## src/rtl/mmm_pkg.sv

```systemverilog
// shared types, constants and helper function of the montgomery multiplier
`timescale 1ns / 1ps

package mmm_pkg;

    // fixed field widths
    localparam int HALF_W      = 64;
    localparam int FULL_W      = 128;
    localparam int CFG_INDEX_W = 8;

    // register indexes of the configuration port
    localparam logic [CFG_INDEX_W-1:0] REG_MODULUS_LOW  = 8'd0;
    localparam logic [CFG_INDEX_W-1:0] REG_MODULUS_HIGH = 8'd1;

    // reset values of the modulus registers
    localparam logic [HALF_W-1:0] MODULUS_LOW_RST  = 64'h1;
    localparam logic [HALF_W-1:0] MODULUS_HIGH_RST = 64'h0;

    // bit-length search scans this many bits per cycle
    localparam int CHUNK       = 16;
    localparam int CHUNK_CNT_W = $clog2(CHUNK + 1);

    // controller to datapath commands
    typedef struct packed {
        logic load;
        logic det_step;
        logic precomp;
        logic round;
        logic final_wr;
    } mmm_cmd_t;

    // datapath to controller status
    typedef struct packed {
        logic det_done;
        logic rounds_done;
    } mmm_sts_t;

    // bit length of one chunk, 0 for zero
    function automatic logic [CHUNK_CNT_W-1:0] chunk_bits(input logic [CHUNK-1:0] v);
        logic [CHUNK_CNT_W-1:0] n;
        n = '0;
        for (int i = 0; i < CHUNK; i++)
        begin
            if (v[i])
            begin
                n = CHUNK_CNT_W'(i + 1);
            end
        end
        return n;
    endfunction

endpackage

```

## src/rtl/mmm_if.sv

```systemverilog
// valid/ready channel interfaces for operands, product and configuration
`timescale 1ns / 1ps

interface mmm_in_if import mmm_pkg::*; ();
    logic              valid;
    logic              ready;
    logic [HALF_W-1:0] x_low;
    logic [HALF_W-1:0] x_high;
    logic [HALF_W-1:0] y_low;
    logic [HALF_W-1:0] y_high;

    modport source (output valid, output x_low, output x_high, output y_low,
                    output y_high, input ready);
    modport sink   (input valid, input x_low, input x_high, input y_low,
                    input y_high, output ready);
endinterface

interface mmm_out_if import mmm_pkg::*; ();
    logic              valid;
    logic              ready;
    logic [HALF_W-1:0] product_low;
    logic [HALF_W-1:0] product_high;

    modport source (output valid, output product_low, output product_high, input ready);
    modport sink   (input valid, input product_low, input product_high, output ready);
endinterface

interface mmm_cfg_if import mmm_pkg::*; ();
    logic                   valid;
    logic                   ready;
    logic [CFG_INDEX_W-1:0] index;
    logic [HALF_W-1:0]      data;

    modport source (output valid, output index, output data, input ready);
    modport sink   (input valid, input index, input data, output ready);
endinterface

```

## src/rtl/mmm_datapath.sv

```systemverilog
// montgomery datapath: operand registers, bit-length search, shared adder
`timescale 1ns / 1ps

module mmm_datapath import mmm_pkg::*; #(
    parameter int OPERAND_WIDTH = 128
) (
    input  logic                     clk,
    input  logic                     rst_n,
    input  mmm_cmd_t                 cmd,
    output mmm_sts_t                 sts,
    input  logic [OPERAND_WIDTH-1:0] in_x,
    input  logic [OPERAND_WIDTH-1:0] in_y,
    input  logic [OPERAND_WIDTH-1:0] modulus,
    output logic [OPERAND_WIDTH-1:0] prod
);

    localparam int W     = OPERAND_WIDTH;
    localparam int AW    = W + 2;
    localparam int NCH   = (W + CHUNK - 1) / CHUNK;
    localparam int PAD   = NCH * CHUNK;
    localparam int CNT_W = $clog2(PAD + 1);

    logic [W-1:0]     x_reg;
    logic [W-1:0]     y_reg;
    logic [W:0]       ym_reg;
    logic [W:0]       acc_reg;
    logic [W-1:0]     prod_reg;
    logic [PAD-1:0]   det_reg;
    logic [CNT_W-1:0] base_reg;
    logic [CNT_W-1:0] rnd_reg;

    logic [CHUNK-1:0] top_chunk;
    logic             top_hit;
    logic             last_chunk;
    logic             xi;
    logic             q;
    logic [W:0]       addend;
    logic [AW-1:0]    add_a;
    logic [AW-1:0]    add_b;
    logic             add_cin;
    logic [AW:0]      add_sum;
    logic [PAD-1:0]   or_word;

    // bit-length search looks at the top chunk of the or of all operands
    assign top_chunk  = det_reg[PAD-1 -: CHUNK];
    assign top_hit    = (top_chunk != '0);
    assign last_chunk = (base_reg == CNT_W'(CHUNK));

    always_comb
    begin
        or_word = '0;
        or_word[W-1:0] = in_x | in_y | modulus;
    end

    // round: pick the addend from x bit and parity correction
    assign xi = x_reg[0];
    assign q  = acc_reg[0] ^ (xi & y_reg[0]);

    always_comb
    begin
        case ({xi, q})
            2'b10:   addend = {1'b0, y_reg};
            2'b01:   addend = {1'b0, modulus};
            2'b11:   addend = ym_reg;
            default: addend = '0;
        endcase
    end

    // shared adder: y + m precompute, round sum, final acc - m
    always_comb
    begin
        add_a   = {1'b0, acc_reg};
        add_b   = {1'b0, addend};
        add_cin = 1'b0;
        if (cmd.precomp)
        begin
            add_a = {2'b00, y_reg};
            add_b = {2'b00, modulus};
        end
        if (cmd.final_wr)
        begin
            add_b   = ~{2'b00, modulus};
            add_cin = 1'b1;
        end
    end

    assign add_sum = {1'b0, add_a} + {1'b0, add_b} + {{AW{1'b0}}, add_cin};

    // status back to the controller
    assign sts.det_done    = top_hit || last_chunk;
    assign sts.rounds_done = (rnd_reg == '0);

    // search and round counters
    always_ff @(posedge clk or negedge rst_n)
    begin
        if (!rst_n)
        begin
            base_reg <= '0;
            rnd_reg  <= '0;
        end
        else
        begin
            if (cmd.load)
            begin
                base_reg <= CNT_W'(PAD);
            end
            else if (cmd.det_step)
            begin
                if (top_hit)
                begin
                    rnd_reg <= base_reg - CNT_W'(CHUNK) + CNT_W'(chunk_bits(top_chunk));
                end
                else if (last_chunk)
                begin
                    rnd_reg <= '0;
                end
                else
                begin
                    base_reg <= base_reg - CNT_W'(CHUNK);
                end
            end
            else if (cmd.round)
            begin
                rnd_reg <= rnd_reg - CNT_W'(1);
            end
        end
    end

    // operand, accumulator and result registers
    always_ff @(posedge clk)
    begin
        if (cmd.load)
        begin
            x_reg   <= in_x;
            y_reg   <= in_y;
            acc_reg <= '0;
            det_reg <= or_word;
        end
        if (cmd.det_step && !top_hit)
        begin
            det_reg <= det_reg << CHUNK;
        end
        if (cmd.precomp)
        begin
            ym_reg <= add_sum[W:0];
        end
        if (cmd.round)
        begin
            acc_reg <= add_sum[W+1:1];
            x_reg   <= x_reg >> 1;
        end
        if (cmd.final_wr)
        begin
            prod_reg <= add_sum[AW] ? add_sum[W-1:0] : acc_reg[W-1:0];
        end
    end

    assign prod = prod_reg;

endmodule

```

## src/rtl/mmm_ctrl.sv

```systemverilog
// montgomery controller: sequencing state machine and output valid
`timescale 1ns / 1ps

module mmm_ctrl import mmm_pkg::*; (
    input  logic     clk,
    input  logic     rst_n,
    input  logic     in_valid,
    output logic     in_ready,
    output logic     out_valid,
    input  logic     out_ready,
    output mmm_cmd_t cmd,
    input  mmm_sts_t sts
);

    typedef enum logic [4:0] {
        S_IDLE    = 5'b00001,
        S_DETECT  = 5'b00010,
        S_PRECOMP = 5'b00100,
        S_ROUND   = 5'b01000,
        S_FINAL   = 5'b10000
    } state_t;

    state_t state_reg;
    state_t state_next;
    logic   out_valid_reg;
    logic   out_valid_next;
    logic   slot_free;

    assign in_ready  = (state_reg == S_IDLE);
    assign out_valid = out_valid_reg;
    assign slot_free = !out_valid_reg || out_ready;

    // next state and commands
    always_comb
    begin
        state_next = state_reg;
        cmd        = '0;
        case (state_reg)
            S_IDLE:
            begin
                if (in_valid)
                begin
                    cmd.load   = 1'b1;
                    state_next = S_DETECT;
                end
            end
            S_DETECT:
            begin
                cmd.det_step = 1'b1;
                if (sts.det_done)
                begin
                    state_next = S_PRECOMP;
                end
            end
            S_PRECOMP:
            begin
                cmd.precomp = 1'b1;
                state_next  = S_ROUND;
            end
            S_ROUND:
            begin
                if (sts.rounds_done)
                begin
                    state_next = S_FINAL;
                end
                else
                begin
                    cmd.round = 1'b1;
                end
            end
            S_FINAL:
            begin
                if (slot_free)
                begin
                    cmd.final_wr = 1'b1;
                    state_next   = S_IDLE;
                end
            end
            default:
            begin
                state_next = S_IDLE;
            end
        endcase
    end

    // output word held until taken
    always_comb
    begin
        out_valid_next = out_valid_reg;
        if (out_valid_reg && out_ready)
        begin
            out_valid_next = 1'b0;
        end
        if (cmd.final_wr)
        begin
            out_valid_next = 1'b1;
        end
    end

    always_ff @(posedge clk or negedge rst_n)
    begin
        if (!rst_n)
        begin
            state_reg     <= S_IDLE;
            out_valid_reg <= 1'b0;
        end
        else
        begin
            state_reg     <= state_next;
            out_valid_reg <= out_valid_next;
        end
    end

endmodule

```

## src/rtl/montgomery_modular_multiplier.sv

```systemverilog
// Radix-2 Montgomery multiplier: product = X*Y*2^-n mod M, n the largest bit length of
// M, X and Y. One operand word at a time: after acceptance the block finds n (16 bits
// scanned per cycle), forms Y+M, runs the rounds and then a conditional subtraction,
// all on a single OPERAND_WIDTH+2 bit adder; the next word is taken once the block is
// back in idle. The round loop sets the rate. The finished product waits in an output
// register, so a new word is accepted while the previous product is still unread; the
// subtraction step of that new word then waits until the older product is taken.
// The user must write the modulus registers only while idle; the block itself does not
// enforce this.
`timescale 1ns / 1ps

module montgomery_modular_multiplier import mmm_pkg::*; #(
    parameter int OPERAND_WIDTH = 128
) (
    input  logic      clk,
    input  logic      rst_n,
    mmm_cfg_if.sink   cfg,
    mmm_in_if.sink    operands,
    mmm_out_if.source result
);

    localparam int W = OPERAND_WIDTH;

    logic [HALF_W-1:0] mod_low_reg;
    logic [HALF_W-1:0] mod_high_reg;
    logic [FULL_W-1:0] x_full;
    logic [FULL_W-1:0] y_full;
    logic [FULL_W-1:0] m_full;
    logic [FULL_W-1:0] prod_full;
    logic [W-1:0]      prod;
    mmm_cmd_t          cmd;
    mmm_sts_t          sts;

    // modulus registers
    assign cfg.ready = 1'b1;

    always_ff @(posedge clk or negedge rst_n)
    begin
        if (!rst_n)
        begin
            mod_low_reg  <= MODULUS_LOW_RST;
            mod_high_reg <= MODULUS_HIGH_RST;
        end
        else if (cfg.valid)
        begin
            case (cfg.index)
                REG_MODULUS_LOW:  mod_low_reg  <= cfg.data;
                REG_MODULUS_HIGH: mod_high_reg <= cfg.data;
                default:          ;
            endcase
        end
    end

    // join halves, keep the datapath width
    assign x_full = {operands.x_high, operands.x_low};
    assign y_full = {operands.y_high, operands.y_low};
    assign m_full = {mod_high_reg, mod_low_reg};

    always_comb
    begin
        prod_full = '0;
        prod_full[W-1:0] = prod;
    end

    assign result.product_low  = prod_full[HALF_W-1:0];
    assign result.product_high = prod_full[FULL_W-1:HALF_W];

    mmm_ctrl u_ctrl (
        .clk       (clk),
        .rst_n     (rst_n),
        .in_valid  (operands.valid),
        .in_ready  (operands.ready),
        .out_valid (result.valid),
        .out_ready (result.ready),
        .cmd       (cmd),
        .sts       (sts)
    );

    mmm_datapath #(
        .OPERAND_WIDTH (W)
    ) u_datapath (
        .clk     (clk),
        .rst_n   (rst_n),
        .cmd     (cmd),
        .sts     (sts),
        .in_x    (x_full[W-1:0]),
        .in_y    (y_full[W-1:0]),
        .modulus (m_full[W-1:0]),
        .prod    (prod)
    );

endmodule

```

## src/flat_wrapper.sv

```systemverilog
// flat-port wrapper written by rule: the top's interface ports become plain ports
module montgomery_modular_multiplier_flat import mmm_pkg::*;
#(
    parameter int OPERAND_WIDTH = 128
)
  (clk, rst_n, cfg_valid, cfg_index, cfg_data, cfg_ready, operands_valid, operands_x_low, operands_x_high, operands_y_low, operands_y_high, operands_ready, result_valid, result_product_low, result_product_high, result_ready);
  mmm_cfg_if cfg_i ();
  mmm_in_if operands_i ();
  mmm_out_if result_i ();
  input  logic clk;
  input  logic rst_n;
  input wire logic [$bits(cfg_i.valid)-1:0] cfg_valid;
  input wire logic [$bits(cfg_i.index)-1:0] cfg_index;
  input wire logic [$bits(cfg_i.data)-1:0] cfg_data;
  output wire logic [$bits(cfg_i.ready)-1:0] cfg_ready;
  input wire logic [$bits(operands_i.valid)-1:0] operands_valid;
  input wire logic [$bits(operands_i.x_low)-1:0] operands_x_low;
  input wire logic [$bits(operands_i.x_high)-1:0] operands_x_high;
  input wire logic [$bits(operands_i.y_low)-1:0] operands_y_low;
  input wire logic [$bits(operands_i.y_high)-1:0] operands_y_high;
  output wire logic [$bits(operands_i.ready)-1:0] operands_ready;
  output wire logic [$bits(result_i.valid)-1:0] result_valid;
  output wire logic [$bits(result_i.product_low)-1:0] result_product_low;
  output wire logic [$bits(result_i.product_high)-1:0] result_product_high;
  input wire logic [$bits(result_i.ready)-1:0] result_ready;
  assign cfg_i.valid = cfg_valid;
  assign cfg_i.index = cfg_index;
  assign cfg_i.data = cfg_data;
  assign cfg_ready = cfg_i.ready;
  assign operands_i.valid = operands_valid;
  assign operands_i.x_low = operands_x_low;
  assign operands_i.x_high = operands_x_high;
  assign operands_i.y_low = operands_y_low;
  assign operands_i.y_high = operands_y_high;
  assign operands_ready = operands_i.ready;
  assign result_valid = result_i.valid;
  assign result_product_low = result_i.product_low;
  assign result_product_high = result_i.product_high;
  assign result_i.ready = result_ready;
  montgomery_modular_multiplier #(.OPERAND_WIDTH(OPERAND_WIDTH)) u_core (.clk(clk), .rst_n(rst_n), .cfg(cfg_i), .operands(operands_i), .result(result_i));
endmodule
```

## config.mk

```make
export PLATFORM = sky130hd
export DESIGN_NAME = montgomery_modular_multiplier_flat
export DESIGN_NICKNAME = d
export VERILOG_FILES = /design/src/rtl/mmm_pkg.sv /design/src/rtl/mmm_if.sv /design/src/rtl/mmm_datapath.sv /design/src/rtl/mmm_ctrl.sv /design/src/rtl/montgomery_modular_multiplier.sv /design/src/flat_wrapper.sv
export SDC_FILE = /design/constraint.sdc
export NUM_CORES = 2
export LEC_CHECK = 0
export ABC_CLOCK_PERIOD_IN_PS = 17300
export BUFFER_PORTS_ARGS = -buffer_cell sky130_fd_sc_hd__buf_2
export CAP_MARGIN = 10
export CORE_MARGIN = 5
export CORE_UTILIZATION = 60
export DETAILED_ROUTE_END_ITERATION = 10
export GPL_TIMING_DRIVEN = 1
export PLACE_DENSITY_LB_ADDON = 0.12
export SYNTH_ARGS = -nofsm -noshare
export SYNTH_HDL_FRONTEND = slang
export SYNTH_SLANG_ARGS = --single-unit
```

## constraint.sdc

```tcl
create_clock -name clk -period 17.3 [get_ports clk]
set_input_delay 1.73 -clock clk [delete_from_list [all_inputs] [get_ports clk]]
set_output_delay 1.73 -clock clk [all_outputs]
set_load 0.02 [all_outputs]
```

-- Word-level counts from Yosys, hierarchy flattened
Cells that the tools add are included.
- register bits: 920
- word-level logic and storage cells: 115
- output and inout port bits: 131
- bits of input ports: 333
- eq/ne operators: 17
- bitwise operators: 6
- $add $sub $neg: 5
- reductions and logical operators: 19
- multiplexer cells: 54
- operator list (operator ; count):
    $mux W129 ; 4
    $pmux W129 S3 ; 1
    $mux W128 ; 3
    $or A128 B128 Y128 ; 2
    $mux W127 ; 2
    $add A130 B130 Y131 ; 1
    $add A131 B1 Y131 ; 1
    $mux W130 ; 1
    $not A128 Y130 ; 1
    $mux W5 ; 22
    $mux W8 ; 8
    $pmux W5 S5 ; 1
    $logic_not A8 Y1 ; 2
    $reduce_bool A16 Y1 ; 1
    $mux W1 ; 12
    $reduce_bool A2 Y1 ; 5
    $add A8 B5 Y8 ; 1
    $eq A8 B1 Y1 const B ; 1
    $eq A8 B5 Y1 const B ; 1
    $ne A2 B1 Y1 const B ; 4
    $sub A8 B1 Y8 const B ; 1
    $sub A8 B5 Y8 const B ; 1
    $reduce_and A3 Y1 ; 2
    $eq A5 B1 Y1 const B ; 1
    16 further kinds ; 22

-- Depth between registers and ports, before layout
- depth after elaboration: 22
- depth in mapped cells: 23
- mapped depth without buffers: 19

-- Hierarchy
Synthesis repeated with hierarchy kept, for this count alone.
- cell total of the unflattened synthesis: 4049
- area total of the unflattened synthesis: 49289.8 um^2
- by module, submodules not included (module ; cells each ; instances ; seq. area each (um^2) ; area an instance (um^2)):
    mmm_datapath ; 3737 ; 1 ; 23252.3 ; 43799.5
    montgomery_modular_multiplier ; 276 ; 1 ; 3204.3 ; 5108.6
    mmm_ctrl ; 36 ; 1 ; 151.4 ; 381.6

-- Worst setup path after synthesis
Ideal clock, no wire load.
- path kind: in2reg
- start: in result_ready
- end: reg u_core.u_datapath.prod_reg[123], in the netlist u_core.u_datapath.prod[123] (data pin)
- arrival time: 9486 ps
- setup time: 260 ps
- stages: 19
- data required time: 17040 ps
- path buffers: 5
- setup slack: 7554 ps
- cells stage by stage: nor2_1 -> nor2_1 -> clkbuf_1 -> clkbuf_1 -> a21oi_1 -> ha_1 -> buf_2 -> nand4_1 -> or4_1 -> nand4bb_1 -> o221ai_2 -> o21ai_1 -> o221a_2 -> a21oi_4 -> a21oi_1 -> nor3_4 -> buf_6 -> buf_6 -> mux2_2
- RTL lines (item ; line ; RTL):
    start: declaration ; flat_wrapper.sv:25 ; input wire logic [$bits(result_i.ready)-1:0] result_ready;
    end signal: assignment ; mmm_datapath.sv:154 ; prod_reg <= add_sum[AW] ? add_sum[W-1:0] : acc_reg[W-1:0];
    end: declaration ; mmm_datapath.sv:27 ; logic [W-1:0] prod_reg;

-- Worst setup path after layout
- start: reg u_core.u_ctrl.state_reg[0]
- end: reg u_core.u_datapath.prod_reg[50], in the netlist u_core.u_datapath.prod[50] (data pin)
- cells in the longest elaborated chain, start to end: 7
- elaborated cells between the ends (all ways): 11
- those cells by class: add/sub: 2; eq/ne: 2; mux: 7
- RTL lines (item ; line ; RTL):
    start: declaration ; mmm_ctrl.sv:23 ; state_t state_reg;
    start signal: assignment ; mmm_ctrl.sv:109 ; state_reg <= state_next;
    $eq A5 B3 Y1 ; mmm_ctrl.sv:38 ; case (state_reg)
    $mux W1 ; mmm_ctrl.sv:38 ;
    $mux W129 ; mmm_datapath.sv:75 ; if (cmd.precomp)
    $mux W130 ; mmm_datapath.sv:80 ; if (cmd.final_wr)
    $add A130 B130 Y131 ; mmm_datapath.sv:87 ; assign add_sum = {1'b0, add_a} + {1'b0, add_b} + {{AW{1'b0}}, add_cin};
    $add A131 B1 Y131 * ; mmm_datapath.sv:87 ;
    $mux W128 * ; mmm_datapath.sv:154 ;
Every way passes the cells marked *; elsewhere a longest branch is shown, timed or not.
A chain may end at the register's enable or synchronous reset.

==> results.sh <==
export IMPL_status="complete, no violations"
export IMPL_crit_chain="nor3_1 -> nand3b_1 -> buf_4 -> inv_8 -> nor2_4 -> buf_4 -> buf_4 -> a221oi_1 -> a21oi_1 -> ha_1 -> nand2_1 -> nor2_1 -> nand2_1 -> or4_1 -> nand3b_1 -> o221a_2 -> a21oi_4 -> a21oi_1 -> nor3_4 -> buf_4 -> buf_4 -> mux2_2"
export IMPL_drtAntennaViolNets=0
export IMPL_viasPerCell=6.728
export IMPL_placement_io_buffers=462
export IMPL_synthTopCellsByArea="edfxtp_1, nand2_1, dfrtp_1, mux2_2, a21oi_1"
export IMPL_post_drt_wl_per_cell_microns=30.00
export IMPL_cp_buffers_inverters=6
export IMPL_max_stage_delay_ns=0.72
export IMPL_syn_area_sq_um=48460
export IMPL_worstMarginPinSlew_ns=1.232
export IMPL_core_area_sq_um=80290
export IMPL_top_usage_layer="met2"
export IMPL_grt_max_degree=180
export IMPL_cts_resized=0
export IMPL_globalRoute_totalOverflow=0
export IMPL_min_from="u_core.u_datapath.x_reg[127]"
export IMPL_start_kind="flop"
export IMPL_synth_distinct_cells=82
export IMPL_tritoncts="built"
export IMPL_avgSynthCellArea_sq_um=10.48
export IMPL_whs_path_depth=2
export IMPL_synthTopCellsByCount="nand2_1, edfxtp_1, a21oi_1"
export IMPL_synth_top_flop_cell="edfxtp_1"
export IMPL_first_pass_iters=6
export IMPL_hp_class="reg2reg"
export IMPL_placed_area_sq_um=51410
export IMPL_synth_edf_count=753
export IMPL_drv_cap=0
export IMPL_areaGrowthSynthToFinish_pct=12.88
export IMPL_final_max_slew_viol_count=0
export IMPL_path_clk_slew_ns=0.06
export IMPL_postCtsSetupBuffers=0
export IMPL_drcViolationCount=0
export IMPL_slowest_stage="buf_4"
export IMPL_cp_arrival_ns=9.38
export IMPL_ff2ff_path_depth=22
export IMPL_critical_path_top_delay_family="buffers and inverters"
export IMPL_fin_crit_sh_pct=51.85
export IMPL_vias=40930
export IMPL_worst_setup_path_end_kind="flop"
export IMPL_rows=104
export IMPL_cts_hold_buf=0
export IMPL_yosys_area_top_type="edfxtp_1"
export IMPL_routabilityCongestion=0.9949
export IMPL_reg2reg_slack_ns=8.33
export IMPL_pwr_density_cell_nw_per_um2=131.1
export IMPL_ys_async_sr_fraction_pct=15.94
export IMPL_path_common_cell="buf_4"
export IMPL_crit_type="reg2reg"
export IMPL_skew_ns=0.02709
export IMPL_fill_cells=5950
export IMPL_die_w_microns=294.2
export IMPL_leakage_nw=22.12
export IMPL_drt_wl_total_microns=182500
export IMPL_die_area_sq_um=86550
export IMPL_initial_core_util_pct=60.36
export IMPL_layout_nets=5403
export IMPL_min_period_ns=8.971
export IMPL_yosys_warnings=0
export IMPL_postLayoutCellArea_sq_um=54710
export IMPL_cts_max_level=3
export IMPL_grt_pass1_wl_microns=260000
export IMPL_ir_worst_vdd_uv=94.36
export IMPL_setup_violations=0
export IMPL_syn_inst=4624
export IMPL_grt_pass1_vias=38540
export IMPL_grt_antenna_before_repair=20
export IMPL_clk_latency_ns=0.67
export IMPL_hold_viol=0
export IMPL_holdPathEnd="u_core.u_datapath.x_reg[127]"
export IMPL_setup_tns_ns=0
export IMPL_crit_fanout=73
export IMPL_yosys_cell_count_top_type="nand2_1"
export IMPL_ios=464
export IMPL_max_slew_margin_pct=17.00
export IMPL_drive_above_1_share_pct=17.30
export IMPL_numCtsBuffers=95
export IMPL_timing_fmax_ghz=0.1115
export IMPL_gr_usage_met3_pct=10.26
export IMPL_hpwlAfterDp_microns=135200
export IMPL_reg2reg_from="u_core.u_ctrl.state_reg[0]"
export IMPL_rr_endpoint="u_core.u_datapath.prod[50]"
export IMPL_clockRootBuffer="clkbuf_16"
export IMPL_use_met1_pct=56.17
export IMPL_cp_required_ns=17.71
export IMPL_cts_sinks=916
export IMPL_clockBufferDepth=3
export IMPL_track_usage_pct=40.74
export IMPL_chipHeight_microns=294.2
export IMPL_drtIter0Drc=5433
export IMPL_netlist_area_leader_share_pct=46.66
export IMPL_rsz0062_at_grt="no"
export IMPL_syn_nets=5093
export IMPL_use_met2_pct=61.64
export IMPL_fin_util_pct=68.14
export IMPL_synth_seq_cells=916
export IMPL_seq_area_frac_synth_pct=54.90
logic make-up after synthesis:
kind of cell | Yosys count | synth area share (%)
fa+ha+maj | 137 | 3.563
buf+inv | 348 | 2.866
compound gates | 1137 | 15.06
flops | 916 | 54.90
xor+xnor | 133 | 2.404
simple gates | 1699 | 15.34
mux | 252 | 5.848
other cells | 2 | 0.01550
layout by cell type (no fill, tap or decap), types with 140 or more instances in the layout:
cell,instances
nor3_1,183
dfrtp_1,144
a21oi_1,373
nand2_1,1046
mux2_2,182
o21ai_0,272
edfxtp_1,753
nor2_1,140
buf_2,461
layout make-up:
class                      count  area (sq um)  area share (%)
clock inverter                48         603.1           1.102
tap                         1060          1326           2.424
antenna                        7         17.52         0.03202
clock buffer                 131          2676           4.892
sequential                   916         26610           48.64
inverter                      59         234.0          0.4277
multi-input combinational   3360         20570           37.60
timing repair buffer         502          2669           4.878
layer usage:
metal,share of wire (%),wire length (microns)
met4,5.6,10250
met2,44,81110
met1,37,68220
met5,0.025,46
met3,13,22860
worst max path at each step:
| stage | startpoint | endpoint | slack [ns] | cells past startpoint |
|---|---|---|---|---|
| 6_report | u_core.u_ctrl.state_reg[0] | u_core.u_datapath.prod[50] | 8.33 | 22 |
| 3_3_place_gp | u_core.u_ctrl.state_reg[0] | u_core.u_datapath.prod[47] | 8.91 | 21 |
| 2_1_floorplan | result_ready | u_core.u_datapath.prod[123] | 7.55 | 19 |
| 3_5_place_dp | u_core.u_ctrl.state_reg[0] | u_core.u_datapath.prod[50] | 8.68 | 21 |
| 5_1_grt | u_core.u_ctrl.state_reg[0] | u_core.u_datapath.prod[57] | 8.06 | 21 |
| 4_1_cts | u_core.u_ctrl.state_reg[0] | u_core.u_datapath.prod[50] | 8.60 | 22 |
power by group:
group          total (mW)  switching (mW)  internal (mW)  leakage, nW
Clock                2.16           0.904           1.26         1.60
Combinational        2.03            1.40          0.627         11.3
Sequential           2.98           0.184           2.80         9.18
Total                7.17            2.49           4.68         22.1
stage by stage:
step / cells / worst slack (ns) / power, mW / hold slack (ns)
2_1_floorplan: 4624 / 7.554 / 4.277 / 0.4343
3_3_place_gp: 5897 / 8.910 / 4.940 / 0.4449
3_5_place_dp: 5897 / 8.682 / 4.963 / 0.4624
4_1_cts: 6076 / 8.601 / 7.107 / 0.4730
5_1_grt: 6078 / 8.057 / 7.412 / 0.5057
6_report: 6083 / 8.329 / 7.170 / 0.4718
worst reg2reg max path: stages (launching register included):
cell,delay [ns]
dfstp_2,0.55
nor3_1,0.08
nand3b_1,0.59
buf_4,0.70
inv_8,0.46
nor2_4,0.21
buf_4,0.70
buf_4,0.81
a221oi_1,0.19
a21oi_1,0.21
ha_1,0.31
nand2_1,0.14
nor2_1,0.34
nand2_1,0.10
or4_1,0.48
nand3b_1,0.19
o221a_2,0.37
a21oi_4,0.20
a21oi_1,0.15
nor3_4,0.16
buf_4,0.61
buf_4,0.71
mux2_2,0.48
(Power assumes the default switching activity.)
